File: config.mk
export PLATFORM = sky130hd
export DESIGN_NAME = dda_polygon_rasterizer
export DESIGN_NICKNAME = d
export VERILOG_FILES = /design/src/rtl/dpr_pkg.sv /design/src/rtl/dpr_div.sv /design/src/rtl/dda_polygon_rasterizer.sv
export SDC_FILE = /design/constraint.sdc
export NUM_CORES = 1
export LEC_CHECK = 0
export BUFFER_PORTS_ARGS = -buffer_cell sky130_fd_sc_hd__buf_2
export CAP_MARGIN = 20
export CORE_MARGIN = 4
export CORE_UTILIZATION = 45
export DETAILED_ROUTE_END_ITERATION = 16
export GPL_TIMING_DRIVEN = 1
export PLACE_DENSITY = 0.64
export SLEW_MARGIN = 20
export SYNTH_ARGS = -nofsm -noshare
export SYNTH_HDL_FRONTEND = slang
export SYNTH_SLANG_ARGS = --single-unit
File: constraint.sdc
create_clock -name i_clk -period 10.5 [get_ports i_clk]
set_input_delay 1.05 -clock i_clk [delete_from_list [all_inputs] [get_ports i_clk]]
set_output_delay 1.05 -clock i_clk [all_outputs]
set_load 0.1 [all_outputs]
File: src/rtl/dpr_pkg.sv
// shared constants, types and codes of the dda polygon rasterizer
// no dependencies; used by dpr_div, dda_polygon_rasterizer and the bench modules
package dpr_pkg;

    localparam int COORD_BITS   = 10;
    localparam int FRAC_BITS    = 16;
    localparam int ACC_BITS     = COORD_BITS + FRAC_BITS;
    localparam int INC_BITS     = ACC_BITS + 1;
    localparam int LEFT_BITS    = COORD_BITS + 1;
    localparam int DIV_CNT_BITS = $clog2(ACC_BITS);
    localparam int TDATA_BITS   = ((2 * COORD_BITS + 7) / 8) * 8;
    localparam int TUSER_BITS   = 2;

    localparam logic OP_VERTEX = 1'b0;
    localparam logic OP_STEP   = 1'b1;

    localparam logic ST_PIXEL  = 1'b0;
    localparam logic ST_REJECT = 1'b1;

    typedef struct packed {
        logic                  start;
        logic [COORD_BITS-1:0] mag_x;
        logic [COORD_BITS-1:0] mag_y;
        logic                  neg_x;
        logic                  neg_y;
        logic [COORD_BITS-1:0] steps;
    } t_div_req;

    typedef struct packed {
        logic                       done;
        logic signed [INC_BITS-1:0] incr_x;
        logic signed [INC_BITS-1:0] incr_y;
    } t_div_rsp;

endpackage

File: src/rtl/dpr_div.sv
// bit-serial restoring divider for both axis increments of a line
// depends on dpr_pkg
module dpr_div (
    input  logic              i_clk,
    input  logic              i_rst_n,
    input  dpr_pkg::t_div_req i_req,
    output dpr_pkg::t_div_rsp o_rsp
);
    import dpr_pkg::*;

    logic                    r_busy;
    logic                    r_done;
    logic [DIV_CNT_BITS-1:0] r_cnt;
    logic [COORD_BITS-1:0]   r_den;
    logic                    r_zero;
    logic                    r_neg_x;
    logic                    r_neg_y;
    logic [ACC_BITS-1:0]     r_num_x;
    logic [ACC_BITS-1:0]     r_num_y;
    logic [COORD_BITS-1:0]   r_rem_x;
    logic [COORD_BITS-1:0]   r_rem_y;

    logic [COORD_BITS:0]     n_try_x;
    logic [COORD_BITS:0]     n_try_y;
    logic [COORD_BITS:0]     n_diff_x;
    logic [COORD_BITS:0]     n_diff_y;
    logic                    n_ge_x;
    logic                    n_ge_y;
    logic [INC_BITS-1:0]     n_q_x;
    logic [INC_BITS-1:0]     n_q_y;

    always_comb begin
        n_try_x  = {r_rem_x, r_num_x[ACC_BITS-1]};
        n_try_y  = {r_rem_y, r_num_y[ACC_BITS-1]};
        n_ge_x   = n_try_x >= {1'b0, r_den};
        n_ge_y   = n_try_y >= {1'b0, r_den};
        n_diff_x = n_try_x - {1'b0, r_den};
        n_diff_y = n_try_y - {1'b0, r_den};
        n_q_x    = {1'b0, r_num_x};
        n_q_y    = {1'b0, r_num_y};
    end

    always_ff @(posedge i_clk) begin
        if (!i_rst_n) begin
            r_busy <= 1'b0;
            r_done <= 1'b0;
            r_cnt  <= '0;
        end else begin
            r_done <= 1'b0;
            if (i_req.start) begin
                r_busy  <= 1'b1;
                r_cnt   <= '0;
                r_den   <= i_req.steps;
                r_zero  <= i_req.steps == '0;
                r_neg_x <= i_req.neg_x;
                r_neg_y <= i_req.neg_y;
                r_num_x <= {i_req.mag_x, {FRAC_BITS{1'b0}}};
                r_num_y <= {i_req.mag_y, {FRAC_BITS{1'b0}}};
                r_rem_x <= '0;
                r_rem_y <= '0;
            end else if (r_busy) begin
                r_rem_x <= n_ge_x ? n_diff_x[COORD_BITS-1:0] : n_try_x[COORD_BITS-1:0];
                r_rem_y <= n_ge_y ? n_diff_y[COORD_BITS-1:0] : n_try_y[COORD_BITS-1:0];
                r_num_x <= {r_num_x[ACC_BITS-2:0], n_ge_x};
                r_num_y <= {r_num_y[ACC_BITS-2:0], n_ge_y};
                r_cnt   <= r_cnt + 1'b1;
                if (r_cnt == DIV_CNT_BITS'(ACC_BITS - 1)) begin
                    r_busy <= 1'b0;
                    r_done <= 1'b1;
                end
            end
        end
    end

    always_comb begin
        o_rsp.done   = r_done;
        o_rsp.incr_x = r_zero ? '0 : (r_neg_x ? -n_q_x : n_q_x);
        o_rsp.incr_y = r_zero ? '0 : (r_neg_y ? -n_q_y : n_q_y);
    end

endmodule

File: src/rtl/dda_polygon_rasterizer.sv
// closed-polygon dda rasterizer top level: stream ports, polygon state, step accumulators
// depends on dpr_pkg and dpr_div
//
// Vertex transactions open a polygon or add an edge to it; step transactions return one
// pixel each while an edge is active, steps+1 pixels per edge, where steps is the larger
// axis distance. A step transaction is taken every cycle while the output side keeps up
// and no increments are being computed. A vertex that starts an edge, and the step that
// ends the last edge and starts the closing edge, keep the input closed until the two
// axis increments are computed: they come from a shared bit-serial divider that yields
// one quotient bit per cycle. A vertex sent while an edge still has pixels left is
// answered with a reject status.
module dda_polygon_rasterizer (
    input  logic                           i_clk,
    input  logic                           i_rst_n,
    input  logic                           i_s_axis_tvalid,
    output logic                           o_s_axis_tready,
    input  logic [dpr_pkg::TDATA_BITS-1:0] i_s_axis_tdata,   // vert_x, vert_y
    input  logic                           i_s_axis_tlast,   // closes_polygon
    input  logic [dpr_pkg::TUSER_BITS-1:0] i_s_axis_tuser,   // op, begins_polygon
    output logic                           o_m_axis_tvalid,
    input  logic                           i_m_axis_tready,
    output logic [dpr_pkg::TDATA_BITS-1:0] o_m_axis_tdata,   // pixel_x, pixel_y
    output logic                           o_m_axis_tlast,   // line_done
    output logic [dpr_pkg::TUSER_BITS-1:0] o_m_axis_tuser    // polygon_done, status
);
    import dpr_pkg::*;

    typedef enum logic {
        S_IDLE,
        S_DIV
    } t_state;

    t_state                r_state;
    logic [COORD_BITS-1:0] r_first_x;
    logic [COORD_BITS-1:0] r_first_y;
    logic [COORD_BITS-1:0] r_cur_x;
    logic [COORD_BITS-1:0] r_cur_y;
    logic [ACC_BITS-1:0]   r_acc_x;
    logic [ACC_BITS-1:0]   r_acc_y;
    logic [INC_BITS-1:0]   r_inc_x;
    logic [INC_BITS-1:0]   r_inc_y;
    logic [LEFT_BITS-1:0]  r_left;
    logic                  r_line_active;
    logic                  r_close_pending;
    logic                  r_polygon_open;
    logic                  r_out_valid;
    logic [COORD_BITS-1:0] r_out_x;
    logic [COORD_BITS-1:0] r_out_y;
    logic                  r_out_ldone;
    logic                  r_out_pdone;
    logic                  r_out_status;

    t_div_req              n_req;
    t_div_rsp              n_rsp;
    logic                  n_accept;
    logic                  n_op;
    logic                  n_begins;
    logic                  n_closes;
    logic [COORD_BITS-1:0] n_vx;
    logic [COORD_BITS-1:0] n_vy;
    logic                  n_first_pt;
    logic                  n_start_new;
    logic                  n_start_app;
    logic                  n_start_close;
    logic [COORD_BITS-1:0] n_from_x;
    logic [COORD_BITS-1:0] n_from_y;
    logic [COORD_BITS-1:0] n_to_x;
    logic [COORD_BITS-1:0] n_to_y;
    logic [COORD_BITS:0]   n_dx;
    logic [COORD_BITS:0]   n_dy;
    logic [COORD_BITS:0]   n_abs_x;
    logic [COORD_BITS:0]   n_abs_y;
    logic [COORD_BITS-1:0] n_steps;
    logic [ACC_BITS:0]     n_rnd_x;
    logic [ACC_BITS:0]     n_rnd_y;
    logic [COORD_BITS-1:0] n_pix_x;
    logic [COORD_BITS-1:0] n_pix_y;
    logic                  n_last_pixel;

    assign o_s_axis_tready = (r_state == S_IDLE) && (!r_out_valid || i_m_axis_tready);
    assign o_m_axis_tvalid = r_out_valid;
    assign o_m_axis_tdata  = TDATA_BITS'({r_out_y, r_out_x});
    assign o_m_axis_tlast  = r_out_ldone;
    assign o_m_axis_tuser  = {r_out_status, r_out_pdone};

    always_comb begin
        n_accept   = i_s_axis_tvalid && o_s_axis_tready;
        n_op       = i_s_axis_tuser[0];
        n_begins   = i_s_axis_tuser[1];
        n_closes   = i_s_axis_tlast;
        n_vx       = i_s_axis_tdata[COORD_BITS-1:0];
        n_vy       = i_s_axis_tdata[2*COORD_BITS-1:COORD_BITS];
        n_first_pt = n_begins || !r_polygon_open;
        n_last_pixel = r_left == LEFT_BITS'(1);

        n_start_new   = n_accept && (n_op == OP_VERTEX) && !r_line_active
                        && n_first_pt && n_closes;
        n_start_app   = n_accept && (n_op == OP_VERTEX) && !r_line_active && !n_first_pt;
        n_start_close = n_accept && (n_op == OP_STEP) && r_line_active && n_last_pixel
                        && r_close_pending && r_polygon_open;

        n_from_x = n_start_new ? n_vx : r_cur_x;
        n_from_y = n_start_new ? n_vy : r_cur_y;
        n_to_x   = n_start_close ? r_first_x : n_vx;
        n_to_y   = n_start_close ? r_first_y : n_vy;

        n_dx    = {1'b0, n_to_x} - {1'b0, n_from_x};
        n_dy    = {1'b0, n_to_y} - {1'b0, n_from_y};
        n_abs_x = n_dx[COORD_BITS] ? -n_dx : n_dx;
        n_abs_y = n_dy[COORD_BITS] ? -n_dy : n_dy;
        n_steps = (n_abs_x > n_abs_y) ? n_abs_x[COORD_BITS-1:0] : n_abs_y[COORD_BITS-1:0];

        n_req.start = n_start_new || n_start_app || n_start_close;
        n_req.mag_x = n_abs_x[COORD_BITS-1:0];
        n_req.mag_y = n_abs_y[COORD_BITS-1:0];
        n_req.neg_x = n_dx[COORD_BITS];
        n_req.neg_y = n_dy[COORD_BITS];
        n_req.steps = n_steps;

        n_rnd_x = {1'b0, r_acc_x} + (ACC_BITS + 1)'(1 << (FRAC_BITS - 1));
        n_rnd_y = {1'b0, r_acc_y} + (ACC_BITS + 1)'(1 << (FRAC_BITS - 1));
        n_pix_x = n_rnd_x[ACC_BITS] ? '1 : n_rnd_x[ACC_BITS-1:FRAC_BITS];
        n_pix_y = n_rnd_y[ACC_BITS] ? '1 : n_rnd_y[ACC_BITS-1:FRAC_BITS];
    end

    dpr_div u_div (
        .i_clk   (i_clk),
        .i_rst_n (i_rst_n),
        .i_req   (n_req),
        .o_rsp   (n_rsp)
    );

    always_ff @(posedge i_clk) begin
        if (!i_rst_n) begin
            r_state         <= S_IDLE;
            r_line_active   <= 1'b0;
            r_close_pending <= 1'b0;
            r_polygon_open  <= 1'b0;
            r_left          <= '0;
            r_out_valid     <= 1'b0;
        end else begin
            if (r_out_valid && i_m_axis_tready) begin
                r_out_valid <= 1'b0;
            end
            if (n_req.start) begin
                r_acc_x       <= {n_from_x, {FRAC_BITS{1'b0}}};
                r_acc_y       <= {n_from_y, {FRAC_BITS{1'b0}}};
                r_left        <= {1'b0, n_steps} + 1'b1;
                r_line_active <= 1'b1;
                r_state       <= S_DIV;
            end
            case (r_state)
                S_IDLE: begin
                    if (n_accept && (n_op == OP_VERTEX)) begin
                        if (r_line_active) begin
                            r_out_valid  <= 1'b1;
                            r_out_x      <= '0;
                            r_out_y      <= '0;
                            r_out_ldone  <= 1'b0;
                            r_out_pdone  <= 1'b0;
                            r_out_status <= ST_REJECT;
                        end else if (n_first_pt) begin
                            r_first_x <= n_vx;
                            r_first_y <= n_vy;
                            r_cur_x   <= n_vx;
                            r_cur_y   <= n_vy;
                            if (n_closes) begin
                                r_polygon_open  <= 1'b0;
                                r_close_pending <= 1'b1;
                            end else begin
                                r_polygon_open  <= 1'b1;
                                r_close_pending <= 1'b0;
                            end
                        end else begin
                            r_cur_x <= n_vx;
                            r_cur_y <= n_vy;
                            if (n_closes) begin
                                r_close_pending <= 1'b1;
                            end
                        end
                    end else if (n_accept && r_line_active) begin
                        r_out_valid  <= 1'b1;
                        r_out_x      <= n_pix_x;
                        r_out_y      <= n_pix_y;
                        r_out_status <= ST_PIXEL;
                        r_out_ldone  <= n_last_pixel;
                        r_out_pdone  <= 1'b0;
                        if (n_last_pixel) begin
                            if (r_close_pending && r_polygon_open) begin
                                r_polygon_open <= 1'b0;
                            end else begin
                                r_line_active <= 1'b0;
                                r_left        <= '0;
                                if (r_close_pending) begin
                                    r_out_pdone     <= 1'b1;
                                    r_close_pending <= 1'b0;
                                end
                            end
                        end else begin
                            r_left  <= r_left - 1'b1;
                            r_acc_x <= r_acc_x + r_inc_x[ACC_BITS-1:0];
                            r_acc_y <= r_acc_y + r_inc_y[ACC_BITS-1:0];
                        end
                    end
                end
                S_DIV: begin
                    if (n_rsp.done) begin
                        r_inc_x <= n_rsp.incr_x;
                        r_inc_y <= n_rsp.incr_y;
                        r_state <= S_IDLE;
                    end
                end
                default: begin
                    r_state <= S_IDLE;
                end
            endcase
        end
    end

`ifndef SYNTH
    a_no_accept_while_dividing: assert property (@(posedge i_clk) disable iff (!i_rst_n)
        (r_state == S_DIV) |-> !o_s_axis_tready)
        else $error("input taken while increments are computed");

    a_div_done_only_when_waiting: assert property (@(posedge i_clk) disable iff (!i_rst_n)
        n_rsp.done |-> (r_state == S_DIV))
        else $error("divider finished with no line waiting");

    a_active_line_has_pixels: assert property (@(posedge i_clk) disable iff (!i_rst_n)
        r_line_active |-> (r_left != '0))
        else $error("active line with no pixels left");

    a_reject_payload_clear: assert property (@(posedge i_clk) disable iff (!i_rst_n)
        (r_out_valid && (r_out_status == ST_REJECT))
            |-> (r_out_x == '0 && r_out_y == '0 && !r_out_ldone && !r_out_pdone))
        else $error("reject transaction carries pixel data");

    a_polygon_done_ends_line: assert property (@(posedge i_clk) disable iff (!i_rst_n)
        (r_out_valid && r_out_pdone) |-> r_out_ldone)
        else $error("polygon done without line done");
`endif

endmodule

== Word level (Yosys, flattened, before mapping) ==
Index checks and enable logic that the tools add are counted.

* Add/sub/neg operators: 15
* Order comparisons: 3
* Equality and inequality tests: 7
* Mux-type cells: 84
* Bitwise gates (word level): 5
* Reductions and logical operators: 38

{| class="wikitable"
|+ Operators by type and width
! cell !! count
|-
| 2-to-1 mux 26 bit || 16
|-
| 2-to-1 mux 10 bit || 16
|-
| 2-to-1 mux 11 bit || 8
|-
| adder 26 x 16 -> 27 bit, second input constant || 2
|-
| adder 26 bit || 2
|-
| negator 26 bit || 2
|-
| 2-to-1 mux 1 bit || 44
|-
| greater-or-equal comparator 11 x 10 -> 1 bit || 2
|-
| negator 11 bit || 2
|-
| subtractor 10 x 10 -> 11 bit || 2
|-
| subtractor 10 bit || 2
|-
| logical AND 1 bit || 15
|-
| AND reduction 6 bit || 2
|-
| adder 10 x 1 -> 11 bit, second input constant || 1
|-
| == test 11 x 1 -> 1 bit, second input constant || 1
|-
| greater-than comparator 11 bit || 1
|-
| subtractor 11 x 1 -> 11 bit, second input constant || 1
|-
| zero test 10 bit || 1
|-
| inequality test 2 bit, second input constant || 4
|-
| AND reduction 4 bit || 2
|-
| nonzero test 2 bit || 4
|-
| adder 5 x 1 -> 5 bit, second input constant || 1
|-
| == test 5 bit, second input constant || 1
|-
| NOT 1 bit || 5
|-
| other kinds (8) || 15
|}

* Register bits: 275
* Bits of input ports: 31
* Output and inout port bits: 29

== Longest topological paths before layout ==
Gate-level depths: netlist of the first run.

* Depth in word-level cells: 22
* Gate-level depth with buffers: 37

== Hierarchy ==
Synthesis of the first run repeated with hierarchy kept, for this count alone.

* Cells, all modules: 1787
* Area, all modules: 18112.4 um2

{| class="wikitable"
|+ By module, submodules not included
! module !! instances !! cells each !! area an instance (um2) !! sequential area each (um2)
|-
| dda_polygon_rasterizer || 1 || 1193 || 12162.9 || 5335.1
|-
| dpr_div || 1 || 594 || 5949.5 || 2692.6
|}

== Least setup slack after synthesis of the first run ==
Ideal clock, no wire load.

* Path kind: input port to flip-flop
* Start: in i_m_axis_tready
* End: reg r_left[6]
* Arrival time: 9.222 ns
* Path slack: 1.207 ns
* Stages: 33
* Cells stage by stage: nand2b_1 nor2b_1 and3_1 nand2_1 nor3_1 clkbuf_1 mux2_2 ha_1 nor2b_1 o211a_1 a21oi_1 nor2_1 o21ai_0 ha_1 nor2b_1 o21a_1 o21a_1 o21a_1 o21ai_0 nand2b_1 maj3_1 o2111ai_1 and3_1 buf_4 mux2_2 inv_1 ha_1 inv_1 nor3_1 xnor2_1 nor2_1 a211o_1 a21oi_1

{| class="wikitable"
|+ RTL lines
! what !! RTL line !! source
|-
| from (decl) || dda_polygon_rasterizer.sv:21 || <nowiki>input logic i_m_axis_tready,</nowiki>
|-
| to (signal assigned) || dda_polygon_rasterizer.sv:148 || <nowiki>r_left <= {1'b0, n_steps} + 1'b1;</nowiki>
|-
| to (signal assigned) || dda_polygon_rasterizer.sv:200 || <nowiki>r_left <= r_left - 1'b1;</nowiki>
|-
| to (decl) || dda_polygon_rasterizer.sv:42 || <nowiki>logic [LEFT_BITS-1:0] r_left;</nowiki>
|}

==> impl_metrics.yaml, run 1 <==
cts:
  path_clk_slew_ns: 0.06
  post_cts_resized: 0
  cts_hold_buf: 0
  htreeDepth: 2
  clk_path_buf_depth: 3
  cts.sinks: 275
  insertion_delay_ns: 0.53
  cts_setup_buffers: 0
  cts_tree: "done"
  cts_made_buffers: 34
  cts-root-buf: "clkbuf_16"
worst_hold_path:
  hp-class: "flip-flop to flip-flop"
  min_from: "r_state$_SDFF_PN0_"
global_routing:
  grt_antenna_before_repair: 2
  grt_pass1_wl_um: 67950
  track_usage_pct: 18.91
  grt_max_degree: 107
  grt_util_met2_pct: 31.08
  top_usage_layer: "met2"
  globalRouteMet1Util_pct: 26.16
  grt_pass1_vias: 13080
  use_met3_pct: 2.735
  grt-ovfl-total: 0
timing:
  setup_violations: 0
  tns_ns: 0
  relSlewSlack_pct: 31.03
  clock.fmax_mhz: 114.5
  slew_violations: 0
  tightest_slew_ns: 1.035
  finalHoldViolCount: 0
  rsz0062_at_grt: "no"
  post-route-period-util_pct: 83.16
  skew_ns: 0.02242
  period_needed_ns: 8.732
die:
  ioPinCount: 60
  die_x_um: 207.3
  die_area_um2: 42970
  core_area_um2: 38920
  die_h_um: 207.3
  num_rows: 72
  start_util_pct: 45.92
routing:
  drt_first_pass_iters: 5
  vias: 13540
  drc: 0
  drtIter0Drc: 889
  ant_nets: 0
  wirelength_um: 41440
  routed_via_density: 5.697
  wl_per_cell_um: 17.44
finish:
  antennaDiodeCount: 0
  drive_above_1_share_pct: 9.683
  syn2layout_area_growth_pct: 10.95
  final_nets: 1983
  multi_input_area_um2: 9303
  fillers: 3528
  regArea_um2: 8028
  final_util_pct: 50.95
yosys:
  syn_area_per_cell_um2: 9.989
  synthArstFlopShare_pct: 0
  synthTopCellsByArea: "edfxtp_1 42%, ha_1 7.8%, xor2_1 4.2%, nor2_1 3.8%, o21ai_0 3.3%"
  yosys-top-cells-count: "252 x edfxtp_1, 183 x nor2_1, 121 x nand2_1"
  synthFlopType: "edfxtp_1"
  yosysMostFrequentCell: "edfxtp_1"
  seq_area_frac_synth_pct: 44.92
  netlist_instances: 1789
  synth_area_um2: 17870
  synth_warnings: 0
  yosys.area.top_type_share_pct: 42.34
  synthDistinctLibCells: 83
  synth_area_leader_cell: "edfxtp_1"
  synth_edf_count: 252
  ys_ff_latch: 275
power:
  intPower_mw: 2.260
  seq_power_share_pct: 39.8
  powerDensity_nw_per_um2: 165.6
  pwr-share-comb_pct: 25.8
  power_switching_mw: 1.024
  p_clk_share_pct: 34.4
  peakVddDrop_mv: 0.09822
  p_leak_nw: 7.727
  switching_share_pct: 31.18
placed_design:
  dpl.hpwl_um: 29480
  io_buffers: 51
  gp_congestion: 0.9073
worst_setup_path:
  cp.arrival_ns: 9.16
  crit_path_end_kind: "flip-flop"
  cp_top_family: "simple AND/OR/NAND/NOR gates"
  cpMaxStageDelayCell: "a2111o_1"
  crit_path_start: "i_m_axis_tready"
  cp_max_fo: 16
  r2r_start: "o_m_axis_tvalid$_SDFF_PN0_"
  crit_type: "primary input to flip-flop"
  slowest_delay_ns: 0.48
  cp.required_ns: 10.93
  critPathLaunchType: "primary input"
  critPathBufInv: 6
outcome:
  status: "completed"
job:
  drv_cap: 0
## cells by family (layout without fill, tap and decap cells)
kind of cell / Yosys count / count (layout) / synth area share (%)
AO/OA/AOI/OAI: 422 / 422 / 15.33
other: 1 / 4 / 0.02098
multiplexers: 71 / 71 / 4.131
adder cells (fa/ha/maj): 118 / 118 / 8.500
AND/OR/NAND/NOR: 599 / 599 / 16.33
flip-flops: 275 / 275 / 44.92
XOR/XNOR: 149 / 149 / 7.379
buffers and inverters: 154 / 221 / 3.389
## cells in the final DEF, fill, tap and decap left out, types with 25 or more instances in the layout
cell type	netlist	routed
a21oi_1	94	94
nand2_1	121	121
ha_1	111	111
xnor2_1	63	63
buf_2	1	51
mux2i_1	49	49
and2_1	29	29
nand2b_1	26	25
inv_1	84	84
edfxtp_1	252	252
nor3_1	31	29
xor2_1	85	85
a21o_1	27	27
nor2_1	183	181
clkbuf_16	0	35
o21ai_0	119	119
nand3_1	72	71
## through the flow
stage	instances	setup slack (ns)	area [um2]	power, mW	hold slack, ns
floorplan	1792	1.207	17880	1.922	0.4583
global placement	2314	1.452	18710	2.143	0.4835
detailed placement	2314	1.362	18710	2.155	0.4930
CTS	2374	1.881	19790	3.298	0.5032
global route	2377	1.228	19830	3.453	0.5335
finish	2377	1.768	19830	3.284	0.5134
## sequential cells by signal (all words and copies together), names as in the netlist, 11 cells and up
| register | count |
|---|---|
| u_div.r_num_x | 26 |
| r_acc_x | 26 |
| r_acc_y | 26 |
| r_inc_x | 26 |
| u_div.r_num_y | 26 |
| r_inc_y | 26 |
| r_left | 11 |
## worst paths after layout
path / end / slack, ns / cells after the start
max reg2reg: r_left[6]$_SDFF_PN0_ / 2.06 / 34
min: r_state$_SDFF_PN0_ / 0.51 / 2
min reg2reg: r_state$_SDFF_PN0_ / 0.51 / 2
max: r_left[6]$_SDFF_PN0_ / 1.77 / 35
## layout make-up
type,instances,share of cell area (%)
multi-input cells,1363,46.92
flip-flops and latches,275,40.49
clock buffers,40,4.562
well taps,518,3.269
repair buffers,75,2.259
inverters,86,1.628
clock inverters,20,0.8771
## power groups by stage
stage / Clock [mW] / Combinational, mW / Sequential [mW]
finish: 1.13 / 0.846 / 1.31
global route: 1.21 / 0.933 / 1.31
CTS: 1.16 / 0.833 / 1.31
detailed placement: 0 / 0.826 / 1.33
global placement: 0 / 0.815 / 1.33
floorplan: 0 / 0.599 / 1.32
## layer usage
layer | vias to the layer above | part of all wire (%)
li1 | 6676 | -
met1 | 6470 | 46
met2 | 329 | 47
met3 | 67 | 5.2
met4 | 0 | 2.6
met5 | - | 0
## worst register-to-register path, delay by kind of cell, from the launching register on
kind | cells | cell delay [ns]
mux | 2 | 0.73
fa+ha+maj | 4 | 1.20
buf+inv | 5 | 0.92
xor+xnor | 2 | 0.51
flops | 1 | 0.32
compound gates | 7 | 1.89
simple gates | 14 | 2.80
Note: power is estimated with default switching activity, not from simulation.
==> inputs of run 2 (changes only) <==
Clock period 10.5 ns to 8.9 ns, I/O delays scaled along.
==> impl_metrics.yaml, run 2 (synthesized netlist as in run 1, its figures left out) <==
routing:
  drt_first_pass_iters: 5
  ant_nets: 0
  wirelength_um: 41680
  wl_per_cell_um: 17.47
  vias: 13390
  routed_via_density: 5.613
  drtIter0Drc: 849
  drc: 0
cts:
  cts.sinks: 275
  cts_made_buffers: 35
  clk_path_buf_depth: 3
  path_clk_slew_ns: 0.06
  htreeDepth: 2
  insertion_delay_ns: 0.55
  cts_hold_buf: 0
  cts_setup_buffers: 0
  post_cts_resized: 0
  cts_tree: "done"
  cts-root-buf: "clkbuf_16"
power:
  intPower_mw: 2.714
  pwr-share-comb_pct: 25.9
  total_power_mw: 3.931
  power_switching_mw: 1.217
  seq_power_share_pct: 39.3
  peakVddDrop_mv: 0.1201
  p_clk_share_pct: 34.8
  switching_share_pct: 30.95
  powerDensity_nw_per_um2: 197.4
  p_leak_nw: 7.767
global_routing:
  grt_antenna_before_repair: 0
  track_usage_pct: 18.87
  grt_pass1_vias: 12700
  grt-ovfl-total: 0
  grt_max_degree: 107
  grt_pass1_wl_um: 66820
die:
  die_x_um: 207.3
  start_util_pct: 45.92
  die_area_um2: 42970
  ioPinCount: 60
  core_area_um2: 38920
  die_h_um: 207.3
  num_rows: 72
job:
  drv_cap: 0
worst_setup_path:
  r2r_slack_ns: 1.14
  timing.rr.end: "r_left[6]$_SDFF_PN0_"
  crit_path_end_kind: "flip-flop"
  cp_top_family: "simple AND/OR/NAND/NOR gates"
  cp.arrival_ns: 8.34
  r2r_cells: 34
  slowest_delay_ns: 0.41
  crit_type: "primary input to flip-flop"
  cpMaxStageDelayCell: "nor2_1"
  critPathLaunchType: "primary input"
  cp.required_ns: 9.33
  r2r_start: "o_m_axis_tvalid$_SDFF_PN0_"
  cp_max_fo: 20
  critPathBufInv: 4
finish:
  regArea_um2: 8028
  final_cell_mix: "252 x edfxtp_1, 180 x nor2_1, 121 x nand2_1, 119 x o21ai_0, 111 x ha_1"
  fillers: 3492
  multi_input_area_um2: 9303
  syn2layout_area_growth_pct: 11.44
  antennaDiodeCount: 0
  final_common_cell: "edfxtp_1"
  final_nets: 1991
  drive_above_1_share_pct: 10.22
worst_hold_path:
  min_from: "r_state$_SDFF_PN0_"
  hp-class: "flip-flop to flip-flop"
  hold_end: "r_state$_SDFF_PN0_"
  hold_depth: 2
placed_design:
  gp_congestion: 0.9169
  io_buffers: 51
  dpl.hpwl_um: 29670
outcome:
  status: "completed"
timing:
  clock.fmax_mhz: 126.4
  tightest_slew_ns: 1.035
  rsz0062_at_grt: "no"
  slew_violations: 0
  relSlewSlack_pct: 30.72
  setup_violations: 0
  tns_ns: 0
  finalHoldViolCount: 0
  post-route-period-util_pct: 88.88
  skew_ns: 0.02759
  period_needed_ns: 7.910
## run 2: cell count changes in the layout (fill, tap and decap cells not counted), sizes merged
cell	change
buf	+7
clkinv	-6
clkbuf	+3
clkinvlp	+2
inv	+2
bufinv	+1
## run 2: power groups by stage
stage               logic [mW]  clock network [mW]  registers [mW]
finish                    1.02                1.37            1.54
CTS                       1.01                1.41            1.54
global route              1.12                1.46            1.55
global placement         0.986                   0            1.57
detailed placement       0.998                   0            1.57
floorplan                0.706                   0            1.56
## run 2: metrics by stage
step                util [%]  hold WS, ns  cells  area [um2]  setup WS, ns
floorplan                  -       0.4691   1792       17880        0.3682
detailed placement     48.29       0.4989   2323       18790        0.5600
global placement       48.29       0.4806   2323       18790        0.6569
CTS                    51.12       0.5070   2385       19890         1.108
global route           51.17       0.5375   2386       19920        0.5613
finish                 51.17       0.5032   2386       19920        0.9897
## run 2: layout make-up
class / instances / share of cell area [%]
flip-flops and latches: 275 / 40.31
well taps: 518 / 3.254
clock buffers: 43 / 4.599
repair buffers: 82 / 2.576
inverters: 86 / 1.621
multi-input cells: 1363 / 46.71
clock inverters: 19 / 0.9298
## run 2: worst min-delay path, stage by stage (launching register included)
cell	delay, ns
dfxtp_1	0.33
nand2b_1	0.07
a21oi_1	0.06
## run 2: per-layer routing
metal / GRT usage (%) / vias to the layer above / share of wire (%)
met5: 0 / - / 0
met4: 6.931 / 0 / 3.2
met3: 2.554 / 77 / 5.0
met2: 30.46 / 298 / 46
met1: 26.14 / 6325 / 46
li1: - / 6693 / -
## run 2: worst max-delay path by stage
stage / from / end / slack, ns / cells after the start
global route: i_m_axis_tready / r_left[6]$_SDFF_PN0_ / 0.56 / 33
detailed placement: i_m_axis_tready / r_left[6]$_SDFF_PN0_ / 0.56 / 33
CTS: i_m_axis_tready / r_left[6]$_SDFF_PN0_ / 1.11 / 33
finish: i_m_axis_tready / r_left[6]$_SDFF_PN0_ / 0.99 / 35
floorplan: i_m_axis_tready / r_left[6]$_SDFF_PN0_ / 0.37 / 33
global placement: i_m_axis_tready / r_left[6]$_SDFF_PN0_ / 0.66 / 36
